==> config.mk <==
export PLATFORM = sky130hd
export DESIGN_NAME = decimal_counter_seven_segment_driver_top
export DESIGN_NICKNAME = d
export VERILOG_FILES = /design/src/dcssd_pkg.sv /design/src/decimal_counter_seven_segment_driver_top.sv
export SDC_FILE = /design/constraint.sdc
export NUM_CORES = 1
export LEC_CHECK = 0
export ABC_AREA = 1
export BUFFER_PORTS_ARGS = -buffer_cell sky130_fd_sc_hd__buf_2
export CORE_MARGIN = 8
export CORE_UTILIZATION = 64
export CTS_BUF_LIST = sky130_fd_sc_hd__clkbuf_4 sky130_fd_sc_hd__clkbuf_8
export DETAILED_ROUTE_END_ITERATION = 7
export PLACE_DENSITY = 0.83
export SYNTH_ARGS = -nofsm -noshare
export SYNTH_HDL_FRONTEND = slang
export SYNTH_SLANG_ARGS = --single-unit
==> constraint.sdc <==
create_clock -name clock -period 3.2 [get_ports clock]
set_input_delay 0.48 -clock clock [delete_from_list [all_inputs] [get_ports clock]]
set_output_delay 0.48 -clock clock [all_outputs]
set_load 0.01 [all_outputs]
==> src/dcssd_pkg.sv <==
`default_nettype none

package dcssd_pkg;

   localparam int DEFAULT_DIGITS = 6;
   localparam int LOAD_WIDTH     = 20;

   typedef enum logic [1:0] {
      CMD_LOAD   = 2'd0,
      CMD_INCR   = 2'd1,
      CMD_ZERO   = 2'd2,
      CMD_REDRAW = 2'd3
   } cmd_type;

   typedef struct packed {
      cmd_type                 command;
      logic [LOAD_WIDTH-1:0]   load_value;
   } req_type;

   typedef struct packed {
      logic [2:0] digit_place;
      logic [6:0] segments;
      logic       last;
   } rsp_type;

   // a=bit0 .. g=bit6
   function automatic logic [6:0] seg_of(input logic [3:0] digit);
      logic [6:0] pattern;
      case (digit)
         4'd0: pattern = 7'h3F;
         4'd1: pattern = 7'h06;
         4'd2: pattern = 7'h5B;
         4'd3: pattern = 7'h4F;
         4'd4: pattern = 7'h66;
         4'd5: pattern = 7'h6D;
         4'd6: pattern = 7'h7D;
         4'd7: pattern = 7'h27;
         4'd8: pattern = 7'h7F;
         4'd9: pattern = 7'h6F;
         default: pattern = 7'h00;
      endcase
      return pattern;
   endfunction

endpackage

`default_nettype wire

==> src/decimal_counter_seven_segment_driver_top.sv <==
`default_nettype none
// Channel   Direction  Handshake            Word
// req_      in         req_valid/req_stall  command, load_value
// rsp_      out        rsp_valid/rsp_stall  digit_place, segments, last
//
// A command passes through accept, then (load only) one binary-to-decimal shift step per
//   load bit, one digit walk step per place, a blank phase over the places to blank, a
//   draw phase over the places in use, and finish.
// Reset clears the count to zero with one place in use and emits nothing.
// req_stall stays high from accept until the command finishes, loading its last word if any.
// A held rsp_ word stalls finish while a word is parked; the scan only if another is found.
module decimal_counter_seven_segment_driver_top #(
   parameter int DIGITS = dcssd_pkg::DEFAULT_DIGITS
) (
   input  wire logic              clock,
   input  wire logic              reset,
   input  wire logic              req_valid,
   output logic                   req_stall,
   input  wire dcssd_pkg::req_type req_data,
   output logic                   rsp_valid,
   input  wire logic              rsp_stall,
   output dcssd_pkg::rsp_type     rsp_data
);
   import dcssd_pkg::*;

   localparam int PW = $clog2(DIGITS + 1);           // holds 0..DIGITS
   localparam int IW = (DIGITS > 1) ? $clog2(DIGITS) : 1;
   localparam int CW = $clog2(LOAD_WIDTH);

   typedef enum logic [5:0] {
      ST_IDLE   = 6'b000001,
      ST_CONV   = 6'b000010,
      ST_WALK   = 6'b000100,
      ST_BLANK  = 6'b001000,
      ST_DRAW   = 6'b010000,
      ST_FINISH = 6'b100000
   } state_type;

   state_type             state_ff, state_in;
   cmd_type               op_ff, op_in;
   logic [LOAD_WIDTH-1:0] bin_ff, bin_in;
   logic [CW-1:0]         cnt_ff, cnt_in;
   logic [PW-1:0]         p_ff, p_in;
   logic [PW-1:0]         len_ff, len_in;
   logic [PW-1:0]         newlen_ff, newlen_in;
   logic                  carry_ff, carry_in;
   logic [3:0]            shown_ff [DIGITS];
   logic [3:0]            shown_in [DIGITS];
   logic [3:0]            next_ff  [DIGITS];
   logic [3:0]            next_in  [DIGITS];
   logic [3:0]            adj      [DIGITS];
   logic                  pend_vld_ff, pend_vld_in;
   rsp_type               pend_ff, pend_in;
   logic                  rsp_valid_ff, rsp_valid_in;
   rsp_type               rsp_data_ff, rsp_data_in;

   logic [IW-1:0]         idx;
   logic [3:0]            cur_next, cur_shown, walk_digit;
   logic [PW-1:0]         walk_len, blank_hi;
   logic                  out_busy, hit, hold;
   rsp_type               cand;

   assign idx       = p_ff[IW-1:0];
   assign cur_next  = next_ff[idx];
   assign cur_shown = shown_ff[idx];
   assign out_busy  = rsp_valid_ff && rsp_stall;
   assign blank_hi  = (op_ff == CMD_REDRAW) ? PW'(DIGITS) : len_ff;

   // Add-3 adjust per place; independent, so all places step together.
   always_comb begin
      for (int i = 0; i < DIGITS; i++) begin
         adj[i] = (next_ff[i] >= 4'd5) ? (next_ff[i] + 4'd3) : next_ff[i];
      end
   end

   // Next digit of the walk: copy, increment with ripple carry, or clear.
   always_comb begin
      carry_in   = carry_ff;
      walk_digit = cur_shown;
      case (op_ff)
         CMD_LOAD: walk_digit = cur_next;
         CMD_INCR: begin
            if (carry_ff) begin
               carry_in   = (cur_shown == 4'd9);
               walk_digit = (cur_shown == 4'd9) ? 4'd0 : (cur_shown + 4'd1);
            end
         end
         CMD_ZERO: walk_digit = 4'd0;
         default:  walk_digit = cur_shown;
      endcase
      walk_len = (walk_digit != 4'd0) ? (p_ff + PW'(1)) : newlen_ff;
   end

   // Candidate word at the current place.
   always_comb begin
      hit              = 1'b0;
      cand.digit_place = 3'(p_ff);
      cand.segments    = 7'h00;
      cand.last        = 1'b0;
      if (state_ff == ST_BLANK) begin
         hit = (p_ff < blank_hi);
      end else if (state_ff == ST_DRAW) begin
         hit = (p_ff < newlen_ff) &&
               ((op_ff == CMD_REDRAW) || (p_ff >= len_ff) || (cur_next != cur_shown));
         cand.segments = seg_of(cur_next);
      end
   end

   // Pause the scan when a second word is found while the output waits.
   assign hold = hit && pend_vld_ff && out_busy;

   always_comb begin
      state_in     = state_ff;
      op_in        = op_ff;
      bin_in       = bin_ff;
      cnt_in       = cnt_ff;
      p_in         = p_ff;
      len_in       = len_ff;
      newlen_in    = newlen_ff;
      shown_in     = shown_ff;
      next_in      = next_ff;
      pend_vld_in  = pend_vld_ff;
      pend_in      = pend_ff;
      rsp_valid_in = rsp_valid_ff && rsp_stall;
      rsp_data_in  = rsp_data_ff;

      case (state_ff)
         ST_IDLE: begin
            if (req_valid) begin
               op_in     = req_data.command;
               bin_in    = req_data.load_value;
               cnt_in    = '0;
               p_in      = '0;
               newlen_in = PW'(1);
               for (int i = 0; i < DIGITS; i++) begin
                  next_in[i] = 4'd0;
               end
               state_in = (req_data.command == CMD_LOAD) ? ST_CONV : ST_WALK;
            end
         end
         ST_CONV: begin
            // Shift one binary bit into the decimal digits per cycle; the carry
            // out of the top place drops, which keeps the value modulo 10^DIGITS.
            next_in[0] = {adj[0][2:0], bin_ff[LOAD_WIDTH-1]};
            for (int i = 1; i < DIGITS; i++) begin
               next_in[i] = {adj[i][2:0], adj[i-1][3]};
            end
            bin_in = bin_ff << 1;
            cnt_in = cnt_ff + CW'(1);
            if (cnt_ff == CW'(LOAD_WIDTH - 1)) begin
               state_in = ST_WALK;
            end
         end
         ST_WALK: begin
            next_in[idx] = walk_digit;
            newlen_in    = walk_len;
            p_in         = p_ff + PW'(1);
            if (p_ff == PW'(DIGITS - 1)) begin
               state_in = ST_BLANK;
               if (op_ff == CMD_REDRAW) begin
                  newlen_in = len_ff;
                  p_in      = len_ff;
               end else begin
                  p_in = walk_len;
               end
            end
         end
         ST_BLANK, ST_DRAW: begin
            if (!hold) begin
               if (hit) begin
                  if (pend_vld_ff) begin
                     rsp_valid_in = 1'b1;
                     rsp_data_in  = pend_ff;
                  end
                  pend_vld_in = 1'b1;
                  pend_in     = cand;
               end
               if (state_ff == ST_BLANK) begin
                  if (hit) begin
                     p_in = p_ff + PW'(1);
                  end else begin
                     p_in     = '0;
                     state_in = ST_DRAW;
                  end
               end else begin
                  if (p_ff < newlen_ff) begin
                     p_in = p_ff + PW'(1);
                  end else begin
                     state_in = ST_FINISH;
                  end
               end
            end
         end
         ST_FINISH: begin
            if (!pend_vld_ff || !out_busy) begin
               if (pend_vld_ff) begin
                  rsp_valid_in     = 1'b1;
                  rsp_data_in      = pend_ff;
                  rsp_data_in.last = 1'b1;
               end
               pend_vld_in = 1'b0;
               shown_in    = next_ff;
               len_in      = newlen_ff;
               state_in    = ST_IDLE;
            end
         end
         default: state_in = ST_IDLE;
      endcase
   end

   always_ff @(posedge clock) begin
      if (reset) begin
         state_ff     <= ST_IDLE;
         len_ff       <= PW'(1);
         pend_vld_ff  <= 1'b0;
         rsp_valid_ff <= 1'b0;
         for (int i = 0; i < DIGITS; i++) begin
            shown_ff[i] <= 4'd0;
         end
      end else begin
         state_ff     <= state_in;
         len_ff       <= len_in;
         pend_vld_ff  <= pend_vld_in;
         rsp_valid_ff <= rsp_valid_in;
         shown_ff     <= shown_in;
      end
   end

   always_ff @(posedge clock) begin
      op_ff       <= op_in;
      bin_ff      <= bin_in;
      cnt_ff      <= cnt_in;
      p_ff        <= p_in;
      newlen_ff   <= newlen_in;
      carry_ff    <= (state_ff == ST_IDLE) ? 1'b1 : carry_in;
      next_ff     <= next_in;
      pend_ff     <= pend_in;
      rsp_data_ff <= rsp_data_in;
   end

   assign req_stall = (state_ff != ST_IDLE);
   assign rsp_valid = rsp_valid_ff;
   assign rsp_data  = rsp_data_ff;

   // No word may be parked behind the output once the command has finished.
   a_idle_no_pending: assert property (@(posedge clock) disable iff (reset)
      (state_ff == ST_IDLE) |-> !pend_vld_ff)
      else $error("pending word left over in idle");

   // Places in use stay within the display.
   a_len_range: assert property (@(posedge clock) disable iff (reset)
      (len_ff != '0) && (len_ff <= PW'(DIGITS)))
      else $error("length out of range");

   // A word found in the blank phase carries a dark pattern.
   a_blank_dark: assert property (@(posedge clock) disable iff (reset)
      (state_ff == ST_BLANK && hit && !hold) |=> (pend_ff.segments == 7'h00))
      else $error("blank place drawn");

   // Leaving finish flags the word it pushes as the last one.
   a_finish_last: assert property (@(posedge clock) disable iff (reset)
      (state_ff == ST_FINISH && pend_vld_ff && !out_busy) |=> (rsp_valid && rsp_data.last))
      else $error("final word not flagged");

endmodule

`default_nettype wire

==> flow_metrics.env, run 1 <==
export IMPL_die_area_mm2=0.0139
export IMPL_arrival_ns=3.08
export IMPL_finalWeightedCongestion=0.936
export IMPL_final_cell_mix="nand2_1 (221), o21ai_0 (95), inv_1 (91), edfxtp_1 (78)"
export IMPL_wire_per_inst_um=15.6
export IMPL_synth_distinct_cells=46
export IMPL_critical_path_most_common_cell="nand2_1"
export IMPL_layout_setup_ws_ns=0.314
export IMPL_ys_seq_area_share_pct=46.1
export IMPL_remaining_drc_errors=0
export IMPL_avgSynthCellArea_um2=8.08
export IMPL_timing_fmax_mhz=346
export IMPL_relSlewSlack_pct=41.1
export IMPL_intPower_uw=3470
export IMPL_slowest_stage="edfxtp_1"
export IMPL_cts_root_buf="clkbuf_8"
export IMPL_drtIter0Drc=586
export IMPL_rsz0062_at_grt="false"
export IMPL_vdd_drop_max_mv=0.528
export IMPL_dr_pass1_iters=5
export IMPL_syn_inst=823
export IMPL_grt_pass1_vias=5673
export IMPL_cts_setup_buffers=0
export IMPL_setup_viol=0
export IMPL_yosysWarningCount=0
export IMPL_num_vias=5842
export IMPL_end_kind="register"
export IMPL_fin_crit_ns=2.89
export IMPL_cts_tree="built"
export IMPL_grt_max_degree=55
export IMPL_viasPerCell=5.77
export IMPL_cp_cell_sequence="buf_4 > nand2_1 > nand2_1 > nand2_1 > nand2_1 > nand2_2 > nand2_4 > inv_1 > ha_1 > nor3_1 > nand2_2 > nand3_4 > nor2_2 > nand2_2 > clkinv_4 > nand3_1 > nand3_1 > nand3_1 > nand2_1"
export IMPL_final_cell_area_mm2=0.00733
export IMPL_fin_crit_sh_pct=90.2
export IMPL_initial_utilization_pct=65.3
export IMPL_pwr_share_seq_pct=35.6
export IMPL_ant_nets=0
export IMPL_critPathLaunchType="register"
export IMPL_p_per_area_mw_per_mm2=836
export IMPL_hp_class="input pin to register"
export IMPL_synth_area_mm2=0.00665
export IMPL_tns_ns=0
export IMPL_pwr_share_clk_pct=21.8
export IMPL_slew_violations=0
export IMPL_switching_share_pct=43.4
export IMPL_ctsResizeCount=0
export IMPL_syn_to_final_growth_pct=10.2
export IMPL_design_core_area_mm2=0.0102
export IMPL_p_comb_share_pct=42.6
export IMPL_diodes=0
export IMPL_clk_pin_slew_worst_paths_ns=0.07
export IMPL_ys_ff_latch=114
export IMPL_worst_slew_pin_transition_ns=0.883
export IMPL_finalHoldViolCount=0
export IMPL_grt_use_total_pct=23.3
export IMPL_die_y_um=118
export IMPL_static_leakage_power_uw=0.00328
export IMPL_numClockSinks=114
export IMPL_h_tree_depth=4
export IMPL_portBuffers=38
export IMPL_syn_nets=879
export IMPL_finalWirelength_mm=15.8
export IMPL_finClkSkew_ns=0.00897
export IMPL_yosys_area_top_type="edfxtp_1"
export IMPL_rows=37
export IMPL_max_stage_delay_ns=0.39
export IMPL_ios=39
export IMPL_synth_area_leaders="edfxtp_1 (35%), nand2_1 (12%), dfxtp_1 (11%)"
export IMPL_drive_gt1_share_pct=14.0
export IMPL_r2r_setup_slack_ns=0.31
export IMPL_critPathKind="register to register"
export IMPL_hpwl_mm=11.0
export IMPL_fp_dieW_um=118
export IMPL_grt_pass1_wl_mm=26.7
export IMPL_post_synth_top_area_fraction_pct=35.2
export IMPL_grt_overflow_total=0
export IMPL_drv_cap=0
export IMPL_clock_path_buffers=2
export IMPL_dp_cells=981
export IMPL_final_common_cell="nand2_1"
export IMPL_cp_required_ns=3.39
export IMPL_outcome="finished, final reports clean"
export IMPL_clk_latency_ns=0.45
export IMPL_antenna_found_initial=0
export IMPL_final_nets=920
export IMPL_critPathMaxFanout=36
export IMPL_place_area_mm2=0.00694
export IMPL_stdcell_count=1013
export IMPL_netSwitchingPower_uw=2650
export IMPL_dp_slack_ns=0.384
export IMPL_cts_made_buffers=17
export IMPL_ctsHoldBuffers=0
## power groups by stage
stage / registers (uW) / logic (uW) / clock network, uW
final: 2180 / 2610 / 1330
after global routing: 2210 / 2940 / 1410
after floorplan: 2130 / 2000 / 0
after CTS: 2170 / 2560 / 1340
after global placement: 2190 / 2440 / 0
after detailed placement: 2200 / 2530 / 0
## cell families after synthesis
group           after synthesis  share of synthesized area [%]
compound gates              193                           15.8
xor+xnor                      3                          0.395
fa+ha+maj                    30                           5.65
buf+inv                     123                           7.74
flops                       114                           46.1
simple gates                360                           24.3
## metal layers
| metal | global-route usage (%) | vias up | share of wire (%) |
|---|---|---|---|
| met4 | 11.6 | 0 | 2.8 |
| met5 | 0 | - | 0 |
| li1 | - | 2834 | - |
| met1 | 29.0 | 2652 | 42 |
| met3 | 7.19 | 42 | 9.1 |
| met2 | 36.1 | 314 | 46 |
## state kept, by name (all words and copies together), names as in the netlist
signal and count:
op_ff 2, pend_ff 10, carry_ff 1, bin_ff 20
state_ff 6, shown_ff 24, pend_vld_ff 1, cnt_ff 5
len_ff 3, rsp_data 11, rsp_valid 1, next_ff 24
newlen_ff 3, idx 3
## final timing paths
path / start / to / cells past startpoint
min: req_data[21] / op_ff[1] / 1
max reg2reg: idx[0] / idx[2] / 19
max: idx[0] / idx[2] / 19
min reg2reg: pend_ff[4] / rsp_data[4] / 0
## critical path, delay by kind of cell (launching register included)
kind                       cells  cell delay [ns]
adders and majority gates      1             0.26
buffers and inverters          3             0.48
DFF                            1             0.39
and+or+nand+nor               15             1.51
## cell type report
class | instances | area [um2]
fill | 777 | 2860
multi-input combinational | 586 | 3070
timing repair buffer | 48 | 265
inverter | 97 | 372
clock buffer | 21 | 277
sequential | 114 | 3060
tap | 136 | 170
clock inverter | 11 | 111
## cell usage after synthesis, drive strengths merged
cell type and n:
nor4 3, and2 1, clkinv 2, dfxtp 36, edfxtp 78, nand3 31
buf 14, o32ai 5, xor2 2, o22ai 4, a211o 1, a31oi 3
o21ai 108, o211ai 5, nor3 6, xnor2 1, a21o 1, nand2 241
and3b 1, inv 95, nor2 67, nand4 10, o21bai 1, ha 30
clkbuf 12, a21oi 64, a211oi 1
## per-stage QoR
stage | power [uW] | hold WS, ns | util [%]
5_1_grt | 6560 | 0.220 | 71.9
3_5_place_dp | 4730 | 0.406 | 68.1
6_report | 6120 | 0.250 | 71.9
2_1_floorplan | 4130 | 0.400 | -
3_3_place_gp | 4620 | 0.401 | 68.1
4_1_cts | 6070 | 0.221 | 71.9
Note: power is estimated with default switching activity, not from simulation.
==> inputs of run 2 (changes only) <==
CORE_ASPECT_RATIO = 1.75   (was unset)
==> flow_metrics.env, run 2 (synthesized netlist as in run 1, its figures left out) <==
export IMPL_grt_pass1_wl_mm=26.3
export IMPL_grt_max_degree=54
export IMPL_worst_slew_pin_transition_ns=0.761
export IMPL_finalHoldViolCount=0
export IMPL_finalWirelength_mm=15.9
export IMPL_grt_overflow_total=0
export IMPL_syn_to_final_growth_pct=10.0
export IMPL_ios=39
export IMPL_critPathKind="register to register"
export IMPL_portBuffers=38
export IMPL_static_leakage_power_uw=0.00329
export IMPL_end_kind="register"
export IMPL_dr_pass1_iters=5
export IMPL_wire_per_inst_um=15.8
export IMPL_setup_viol=0
export IMPL_top_regs="next_ff (24), shown_ff (24), bin_ff (20)"
export IMPL_final_cell_area_mm2=0.00731
export IMPL_fin_crit_sh_pct=89.0
export IMPL_ctsResizeCount=0
export IMPL_design_core_area_mm2=0.0102
export IMPL_grt_use_total_pct=23.6
export IMPL_hpwl_mm=11.7
export IMPL_p_per_area_mw_per_mm2=828
export IMPL_place_area_mm2=0.00694
export IMPL_fin_crit_ns=2.85
export IMPL_hp_class="input pin to register"
export IMPL_stdcell_count=1006
export IMPL_rows=49
export IMPL_ant_nets=0
export IMPL_remaining_drc_errors=0
export IMPL_critPathMaxFanout=13
export IMPL_die_area_mm2=0.0140
export IMPL_h_tree_depth=4
export IMPL_diodes=0
export IMPL_vdd_drop_max_mv=0.514
export IMPL_tns_ns=0
export IMPL_timing_fmax_mhz=351
export IMPL_dp_cells=974
export IMPL_cts_made_buffers=17
export IMPL_fp_dieW_um=93.0
export IMPL_ctsHoldBuffers=0
export IMPL_finClkSkew_ns=0.0112
export IMPL_grt_pass1_vias=5681
export IMPL_clock_path_buffers=2
export IMPL_rsz0062_at_grt="false"
export IMPL_cts_setup_buffers=0
export IMPL_final_nets=922
export IMPL_num_vias=5775
export IMPL_initial_utilization_pct=65.3
export IMPL_critPathLaunchType="register"
export IMPL_cts_tree="built"
export IMPL_cp_required_ns=3.32
export IMPL_slew_violations=0
export IMPL_relSlewSlack_pct=49.2
export IMPL_outcome="finished, final reports clean"
export IMPL_clk_pin_slew_worst_paths_ns=0.07
export IMPL_die_y_um=151
export IMPL_cts_root_buf="clkbuf_8"
export IMPL_drv_cap=0
export IMPL_final_common_cell="nand2_1"
export IMPL_nFillCells=814
export IMPL_antenna_found_initial=0
export IMPL_drtIter0Drc=442
export IMPL_drive_gt1_share_pct=14.3
export IMPL_numClockSinks=114
export IMPL_final_cell_mix="nand2_1 (221), o21ai_0 (95), inv_1 (91), edfxtp_1 (78)"
export IMPL_arrival_ns=2.97
export IMPL_finalWeightedCongestion=0.950
export IMPL_clk_latency_ns=0.43
export IMPL_viasPerCell=5.74
==> run 2: cell count changes in the layout (fill, tap and decap cells not counted) <==
cell        before  now
buf_4           10   12
bufinv_16        2    1
clkbuf_4         2    3
clkinv_1         2    1
clkinv_4         1    2
clkinvlp_4       3    1
inv_4            1    3
==> run 2: layout make-up <==
| class | count | area, um2 | share of cell area (%) |
|---|---|---|---|
| Multi-Input combinational cell | 586 | 3070 | 42.0 |
| Clock inverter | 10 | 83.8 | 1.15 |
| Tap cell | 127 | 159 | 2.17 |
| Inverter | 97 | 372 | 5.08 |
| Timing Repair Buffer | 50 | 280 | 3.83 |
| Sequential cell | 114 | 3060 | 41.9 |
| Clock buffer | 22 | 284 | 3.88 |
==> run 2: layer usage <==
layer / routed length, um / GRT usage, %
met4: 569 / 13.1
met1: 6120 / 25.4
met3: 787 / 4.96
met2: 8410 / 42.0
met5: 0 / 0
==> run 2: worst paths after layout <==
kind / from / cells past startpoint / end / slack (ns)
worst max-delay path: idx[2] / 14 / rsp_data[5] / 0.35
worst min-delay path: req_data[21] / 1 / op_ff[1] / 0.26
worst max register to register: idx[2] / 14 / rsp_data[5] / 0.35
worst min register to register: pend_ff[5] / 0 / rsp_data[5] / 0.42
==> run 2: power by group <==
part | internal, uW | total, uW | switching [uW]
sequential | 1950 | 2180 | 233
combinational | 781 | 2610 | 1830
clock | 675 | 1260 | 585
==> run 2: stage by stage <==
step | worst slack [ns] | hold WS (ns) | power, uW | util (%)
2_1_floorplan | 0.494 | 0.400 | 4130 | -
3_3_place_gp | 0.411 | 0.403 | 4670 | 68.2
3_5_place_dp | 0.394 | 0.408 | 4780 | 68.2
4_1_cts | 0.386 | 0.243 | 6030 | 71.8
5_1_grt | 0.131 | 0.232 | 6500 | 71.8
6_report | 0.353 | 0.257 | 6060 | 71.8
==> run 2: critical path: stages (launching register included) <==
cell and delay [ns]:
edfxtp_1 0.63, nand2_2 0.25, nor2_4 0.08, nand2_1 0.09, nand2_1 0.07, a21oi_1 0.42, nand2_1 0.10, nand2_1 0.10
nor2_1 0.06, nand3_1 0.08, nand2_1 0.06, nand2_2 0.12, nand2_1 0.11, a21oi_1 0.15, buf_4 0.22
